## src/design/cdq_pkg.sv

```systemverilog
package cdq_pkg;

    // ring size
    localparam int CDQ_DEPTH = 16;

    // word width of one entry
    localparam int CDQ_WORD_W = 32;

    typedef logic signed [CDQ_WORD_W-1:0] t_word;

    // operation codes of an input item
    typedef enum logic [2:0] {
        KIND_PUSH_FRONT = 3'd0,
        KIND_PUSH_REAR  = 3'd1,
        KIND_POP_FRONT  = 3'd2,
        KIND_POP_REAR   = 3'd3,
        KIND_PEEK_FRONT = 3'd4
    } t_kind;

    // per-cycle command broadcast along the cell row
    typedef enum logic [2:0] {
        CELL_HOLD       = 3'd0,
        CELL_SHIFT_R    = 3'd1,
        CELL_WRITE_REAR = 3'd2,
        CELL_SHIFT_L    = 3'd3,
        CELL_DROP_REAR  = 3'd4
    } t_cell_op;

    typedef struct packed {
        t_cell_op op;
        t_word    value;
    } t_cell_cmd;

endpackage

```

## src/design/cdq_cell.sv

```systemverilog
module cdq_cell import cdq_pkg::*; (
    input  logic      i_clk,
    input  logic      i_rst_n,
    input  t_cell_cmd i_cmd,
    input  t_word     i_left_data,
    input  logic      i_left_occ,
    input  t_word     i_right_data,
    input  logic      i_right_occ,
    output t_word     o_data,
    output logic      o_occ
);

    t_word r_data;
    t_word n_data;
    logic  r_occ;
    logic  n_occ;

    // next word and occupancy from the row command and the neighbours
    always_comb begin
        n_data = r_data;
        n_occ  = r_occ;
        case (i_cmd.op)
            CELL_SHIFT_R: begin
                n_data = i_left_data;
                n_occ  = i_left_occ;
            end
            CELL_WRITE_REAR: begin
                // first free cell takes the word
                if (!r_occ && i_left_occ) begin
                    n_data = i_cmd.value;
                    n_occ  = 1'b1;
                end
            end
            CELL_SHIFT_L: begin
                n_data = i_right_data;
                n_occ  = i_right_occ;
            end
            CELL_DROP_REAR: begin
                // last occupied cell lets go, its word stays
                n_occ = r_occ && i_right_occ;
            end
            CELL_HOLD: begin
            end
            default: begin
            end
        endcase
    end

    // occupancy
    always_ff @(posedge i_clk) begin
        if (!i_rst_n) begin
            r_occ <= 1'b0;
        end else begin
            r_occ <= n_occ;
        end
    end

    // stored word
    always_ff @(posedge i_clk) begin
        r_data <= n_data;
    end

    assign o_data = r_data;
    assign o_occ  = r_occ;

endmodule
```

## config.mk

```make
export PLATFORM = sky130hd
export DESIGN_NAME = cdq_cell
export DESIGN_NICKNAME = d
export VERILOG_FILES = /design/src/design/cdq_pkg.sv /design/src/design/cdq_cell.sv
export SDC_FILE = /design/constraint.sdc
export NUM_CORES = 1
export LEC_CHECK = 0
export ABC_CLOCK_PERIOD_IN_PS = 5000
export BUFFER_PORTS_ARGS = -buffer_cell sky130_fd_sc_hd__buf_4
export CORE_MARGIN = 2
export CORE_UTILIZATION = 45
export DETAILED_ROUTE_END_ITERATION = 10
export PLACE_DENSITY = 0.85
export SLEW_MARGIN = 40
export SYNTH_ARGS = -nofsm -noshare
export SYNTH_HDL_FRONTEND = slang
export SYNTH_SLANG_ARGS = --single-unit
```

## constraint.sdc

```tcl
create_clock -name i_clk -period 5 [get_ports i_clk]
set_input_delay 1 -clock i_clk [delete_from_list [all_inputs] [get_ports i_clk]]
set_output_delay 1 -clock i_clk [all_outputs]
set_load 0.02 [all_outputs]
```

After elaboration in Yosys (flattened, before gate mapping). Cells that the tools add are included.

Bits in registers: 33. Input bits: 103. Output and inout port bits: 33. Logic and storage cells: 18.

Equality and inequality tests: 5. Multiplexer cells: 4. Reductions and logical operators: 7.

Operators with widths (number): $pmux W32 S3 (1); $mux W32 (1); $eq A3 B2 Y1 const B (2); $pmux W1 S4 (1); $reduce_and A2 Y1 (2); $reduce_bool A4 Y1 (1); $eq A3 B1 Y1 const B (1); $eq A3 B3 Y1 const B (1); $reduce_bool A3 Y1 (1); $logic_and A1 B1 Y1 (2); $ne A2 B2 Y1 const B (1); $logic_not A1 Y1 (1); $mux W1 (1).

Depth between registers and ports, before layout. Gate-level depths: netlist (run 1).

Depth in word-level cells: 4. Gate-level depth with buffers: 5. Gate-level depth less buffers: 3.

Worst setup path before layout (run 1). No wires, ideal clock.

Path kind: input port to flip-flop. Start point: input i_cmd[32] in the netlist's numbering. End point: register r_data[0], in the netlist o_data[0], enable pin. Setup time: 0.421 ns. Data arrival time: 2.761 ns. Data required time: 4.579 ns. Slack: 1.818 ns. Stages: 4. Path buffers: 2. Path through: buf_4 -> buf_4 -> a31oi_1 -> nor2_1.

Word-level cells in the longest chain between the ends: 3. Elaborated cells between the ends (all ways): 6. Those cells by class: 4 x eq/ne; 2 x reduce/logical.

Ends and longest elaborated chain: start, declared (line cdq_cell.sv:4) `input t_cell_cmd i_cmd,`; $eq A3 B2 Y1 / $eq A3 B1 Y1 (equally long branches) (line cdq_cell.sv:22) `case (i_cmd.op)`; $ne A2 B2 Y1 (no source line) / $reduce_bool A3 Y1 (equally long branches); $reduce_and A2 Y1 (no source line) (*); end signal, assigned (line cdq_cell.sv:60) `r_data <= n_data;`; end, declared (line cdq_cell.sv:13) `t_word r_data;`.

Every way passes the cells marked *; elsewhere a longest branch is shown, timed or not. A chain may end at the register's enable or synchronous reset.

Worst setup path in the final report (run 1).
Start point: input i_cmd[32] in the netlist's numbering. End point: register r_data[3], in the netlist o_data[3], enable pin.

Same word-level chain as after synthesis.

==> impl_results.md, run 1 <==
- Yosys cell types: 19
- Rows: 24
- Cells after Synth: 151
- Synth Area per Inst: 13.4 µm²
- 1st-iter DRT viols: 36
- Vias: 1625
- Syn nets: ~250
- Clk buf depth: 2
- PostCTS Resize Cnt: 0
- Hold depth: 2
- Detailed Route WL: ~4.6 mm
- Slew @ Worst Pin: 0.578 ns
- Crit Path Max Fanout: 37
- Dominant synthesized flop cell: edfxtp_1
- Reg-to-reg critical path startpoint: o_occ
- Synth Register Bits: 33
- Clock Power Share: 0.260
- Htree depth: 2
- Core footprint: 4350 µm²
- Synth warnings: 0
- Antenna violations before repair: 0
- Commonest cells post-synth: 33 x mux2i_1, 32 x edfxtp_1, 32 x o21ai_2
- Hold-fix buffers, CTS: 0
- Clock slew at reported path FFs: 0.06 ns
- Unrepaired setup endpoints after global routing: false
- Combinational share of power: 0.277
- Fin area: 3090 µm²
- Port bufs: 135
- Post-Synth Adder-Cell Area: 0
- Worst path arrival time: 2.19 ns
- Compound-gate portion of the synthesized area: 0.152
- I/O pin cnt: 136
- Combinational family with the most area after synthesis: multiplexers
- Final layout net count: 387
- Main area contributors after synthesis: edfxtp_1 47%, mux2i_1 16%, o21ai_2 14%
- Sink Count: 33
- Most common cell in the netlist: mux2i_1
- Max-slew violation count: 0
- Setup crit end kind: register
- Setup Fix Bufs, Post-CTS: 0
- WL/cell: 13.5 µm
- Routability Congestion: 0.739
- Residual DRC: 0
- Die X-Extent: 71.2 µm
- Slew Limit Headroom: 0.615
- Worst setup path class: input port to register
- Psw: 0.184 mW
- GRT Util Overall: 0.188
- Hold path endpoint: o_occ
- Sw Share: 0.257
- Yosys top cell area share: 0.473
- Initial core utilization: 0.466
- Chip height: around 70 µm
- Clock root buffer: clkbuf_8
- Max VDD drop: 0.142 mV
- Setup-failing EPs final: 0
- Latest clock arrival within the worst-skew pair: 0.28 ns
- Minimum clock period: between 2 and 2.5 ns
- CTS tree: yes
- Max Cap Viol: 0
- Largest net degree at the start of global routing: 38
- Fillers: 340
- Clock skew: 0.00250 ns
- Total congestion overflow: 0
- Die area: roughly 5100 µm²
- Leak Pwr: roughly 1.4 nW
- Async SR Flop Fraction: 0
- Register-to-register setup slack: 3.62 ns
- Synthesis-to-finish area growth: 52.1%
- Pwr Total: between 0.7 and 0.8 mW
- Mux cell area share after synthesis: 0.163
- HP Start: o_occ
- Path category of the worst min-delay check: register to register
- Synth Area in XOR/XNOR: 0
- Antenna diodes: 0
- Layout cells sized above 1: 0.730
- DR vias/cell: 4.82
- Internal: 0.532 mW
- Pwr Density: 232 nW/µm²
- Post-DP HPWL: 3.64 mm
- Sequential share of the synthesized area: 0.483
- Placed Area: 2980 µm²
- DRT antenna net count: 0
- Worst r2r dst: o_data[3]
- Post-route core utilization: 0.709
- Synth area leader: edfxtp_1
- Post-synthesis simple-gate area fraction: 0.121
- Final Hold Violating Endpoints: 0
- Sequential share of power: 0.463
- Synth Cell Area: a little over 2000 µm²
- Startpoint Class: input port
- Final period util: 0.442
- Fin Setup TNS: 0 ns
- Run status: finished clean
- CTS buffer count: 5
- DR pass1 iterations: 2
- Worst Reg-to-Reg Cells: 4
- WP data required: 4.99 ns
- Fmax: 0.453 GHz
- Vias in the first global route: approximately 1600
- First-pass GRT wire length: 7.27 mm
- Number of synthesized flops with an enable pin: 32
metrics by stage:
stage | cells | worst slack (ns) | hold slack, ns
3_5_place_dp | 328 | 2.25 | 0.682
2_1_floorplan | 151 | 1.82 | 0.776
4_1_cts | 336 | 2.55 | 0.704
3_3_place_gp | 327 | 2.29 | 0.662
5_1_grt | 337 | 2.68 | 0.743
6_report | 337 | 2.79 | 0.707
worst max path at each step:
| stage | start | to | slack [ns] | depth (start not counted) |
|---|---|---|---|---|
| CTS | i_cmd[32] | o_data[3] | 2.55 | 3 |
| global route | i_cmd[32] | o_data[1] | 2.68 | 4 |
| floorplan | i_cmd[32] | o_data[0] | 1.82 | 4 |
| global placement | i_cmd[32] | o_data[2] | 2.29 | 3 |
| detailed placement | i_cmd[32] | o_data[3] | 2.25 | 3 |
| finish | i_cmd[32] | o_data[3] | 2.79 | 4 |
registers in the layout, indices dropped and copies added, names as in the netlist:
| signal | count |
|---|---|
| o_data | 32 |
| o_occ | 1 |
cell usage in the layout, fill, tap and decap left out, types with 2 or more instances in the layout:
| cell | instances |
|---|---|
| nand2_2 | 30 |
| edfxtp_1 | 32 |
| o21ai_2 | 32 |
| nand2_4 | 2 |
| clkbuf_1 | 3 |
| buf_4 | 135 |
| clkbuf_8 | 5 |
| mux2i_1 | 33 |
layout make-up:
class / instances / area, µm² / share of cell area
clock buffer: 8 / 80.1 / 0.0259
inverter: 1 / 3.75 / 0.00122
multi-input combinational: 106 / 897 / 0.291
sequential: 33 / 981 / 0.318
tap: 52 / 65.1 / 0.0211
timing repair buffer: 137 / 1060 / 0.344
metal layers:
layer,vias to the layer above,track usage,wire (µm)
met1,723,0.194,1590
met3,5,0.0627,366
met4,0,0.0629,70
li1,833,-,-
met5,-,0,0
met2,64,0.352,2540
power by group through the flow:
stage / clock, mW / sequential (mW) / combinational (mW)
global placement: 0 / 0.337 / 0.191
detailed placement: 0 / 0.338 / 0.197
global route: 0.204 / 0.333 / 0.213
finish: 0.186 / 0.331 / 0.198
CTS: 0.191 / 0.332 / 0.198
floorplan: 0 / 0.360 / 0.0850
critical path, stage by stage:
cell and delay [ns]:
buf_4 0.47, a31oi_1 0.14, nor2_4 0.35, buf_16 0.22
logic make-up (layout without fill, tap and decap cells):
kind of cell | count (synthesis) | count (layout)
AO/OA/AOI/OAI | 36 | 36
multiplexers | 33 | 33
buffers and inverters | 12 | 146
AND/OR/NAND/NOR | 37 | 37
flip-flops | 33 | 33
(Power assumes the default switching activity.)
==> inputs of run 2 (changes only) <==
ABC_CLOCK_PERIOD_IN_PS = 2200   (was 5000)
CORE_UTILIZATION = 42   (was 45)
PLACE_DENSITY = 0.81   (was 0.85)
clock period = 2.2 ns   (was 5 ns; I/O delays follow)
==> impl_results.md, run 2 (synthesis gave the netlist of run 1 again) <==
- Run status: finished clean
- Latest clock arrival within the worst-skew pair: roughly 0.27 ns
- DRT antenna net count: 0
- Routability Congestion: 0.721
- Fmax: between 0.6 and 0.7 GHz
- Die X-Extent: ~74 µm
- Layout cells sized above 1: 0.739
- First-pass GRT wire length: 7.02 mm
- Worst path max stage delay: 0.46 ns
- Synthesis-to-finish area growth: 51.9%
- I/O pin cnt: 136
- Startpoint Class: input port
- Max Cap Viol: 0
- Commonest non-fill, non-tap cell in the layout: buf_4
- Critical path's top delay family: buffers and inverters
- Crit path buf inv count: 2
- HP Start: i_rst_n
- DR pass1 iterations: 3
- Crit. Startpoint: i_cmd[32]
- Port bufs: between 100 and 150
- Hold depth: 2
- Final layout net count: 388
- Pwr Density: 523 nW/µm²
- Dpl cells: 332
- PostCTS Resize Cnt: 0
- Most frequent cells in the layout: 136 x buf_4, 33 x mux2i_1, 32 x o21ai_2, 32 x edfxtp_1, 30 x nand2_2
- Reg-to-reg critical path startpoint: o_occ
- Hold-fix buffers, CTS: 0
- Register-to-register setup slack: 1.02 ns
- Chip height: approximately 74 µm
- Clock root buffer: clkbuf_8
- Vias in the first global route: about 1600
- Max VDD drop: 0.385 mV
- Post-DP HPWL: ~3.8 mm
- Clk buf depth: 2
- Worst setup path class: input port to register
- WP data required: 2.17 ns
- 1st-iter DRT viols: 57
- Initial core utilization: 0.433
- Total congestion overflow: 0
- Path category of the worst min-delay check: input port to register
- Final Non-Filler Cells: 338
- CTS tree: yes
- Worst Reg-to-Reg Cells: 4
- Worst path cell trace: buf_4, a31oi_1, nor2_4, buf_12
- GRT Util Overall: 0.174
- Setup crit end kind: register
- Final period util: 0.660
- Vias: about 1700
- Worst Setup EP: o_data[17]
- Residual DRC: 0
- Antenna violations before repair: 0
- Setup Fix Bufs, Post-CTS: 0
- Fin Setup TNS: 0 ns
- Clock skew: 0.00435 ns
- Antenna diodes: 0
- Setup-failing EPs final: 0
- Htree depth: 2
- WP depth: 4
- WL/cell: 14.3 µm
- Clock slew at reported path FFs: 0.06 ns
- Final WS setup: 0.748 ns
- Slew Limit Headroom: 0.619
- Max-slew violation count: 0
- Worst path arrival time: 1.42 ns
- Sink Count: 33
- Unrepaired setup endpoints after global routing: false
- Largest register FFs: 32
- Core footprint: 4690 µm²
- Setup slack at placement: 0.442 ns
- Minimum clock period: 1.45 ns
- Rows: 25
- DR vias/cell: 4.89
- Crit Path Max Fanout: 37
- Detailed Route WL: 4.84 mm
- Critical path's slowest cell: buf_4
- Largest net degree at the start of global routing: 39
- Final Hold Violating Endpoints: 0
- Slew @ Worst Pin: 0.572 ns
- Worst r2r dst: o_data[17]
- Die area: 5410 µm²
- CTS buffer count: 5
- Leak Pwr: 1.44 nW
[run 2: worst min path at each step]
stage                      end  slack (ns)
floorplan           o_data[18]        0.60
CTS                      o_occ        0.41
finish                   o_occ        0.42
global route         o_data[3]        0.41
detailed placement       o_occ        0.67
global placement         o_occ        0.65
[run 2: layer usage]
layer  GRT usage  vias to the layer above  part of all wire
met5           0                        -                 0
met4      0.0545                        0             0.012
met3      0.0631                        5             0.084
met2       0.336                       72              0.56
met1       0.167                      750              0.34
li1            -                      825                 -
[run 2: metrics by stage]
| step | util | total power [mW] | hold WS (ns) | instance area (µm²) |
|---|---|---|---|---|
| after global routing | 0.657 | 1.70 | 0.410 | 3080 |
| after floorplan | - | 1.01 | 0.605 | 2030 |
| after detailed placement | 0.642 | 1.23 | 0.666 | 3010 |
| final | 0.657 | 1.61 | 0.416 | 3080 |
| after global placement | 0.642 | 1.21 | 0.654 | 3010 |
| after CTS | 0.657 | 1.64 | 0.409 | 3080 |
[run 2: area by class of cell]
class / instances / area (µm²)
clock inverters: 1 / 5.00
well taps: 54 / 67.6
clock buffers: 5 / 68.8
inverters: 1 / 3.75
flip-flops and latches: 33 / 981
repair buffers: 138 / 1060
fillers: 389 / 1610
multi-input cells: 106 / 897
[run 2: report_power, final]
| group | switching, mW | leakage [nW] | internal, mW | total (mW) |
|---|---|---|---|---|
| Clock | 0.201 | 0.0399 | 0.208 | 0.409 |
| Combinational | 0.210 | 1.09 | 0.241 | 0.451 |
| Sequential | 0.0111 | 0.313 | 0.742 | 0.753 |
| Total | 0.422 | 1.44 | 1.19 | 1.61 |
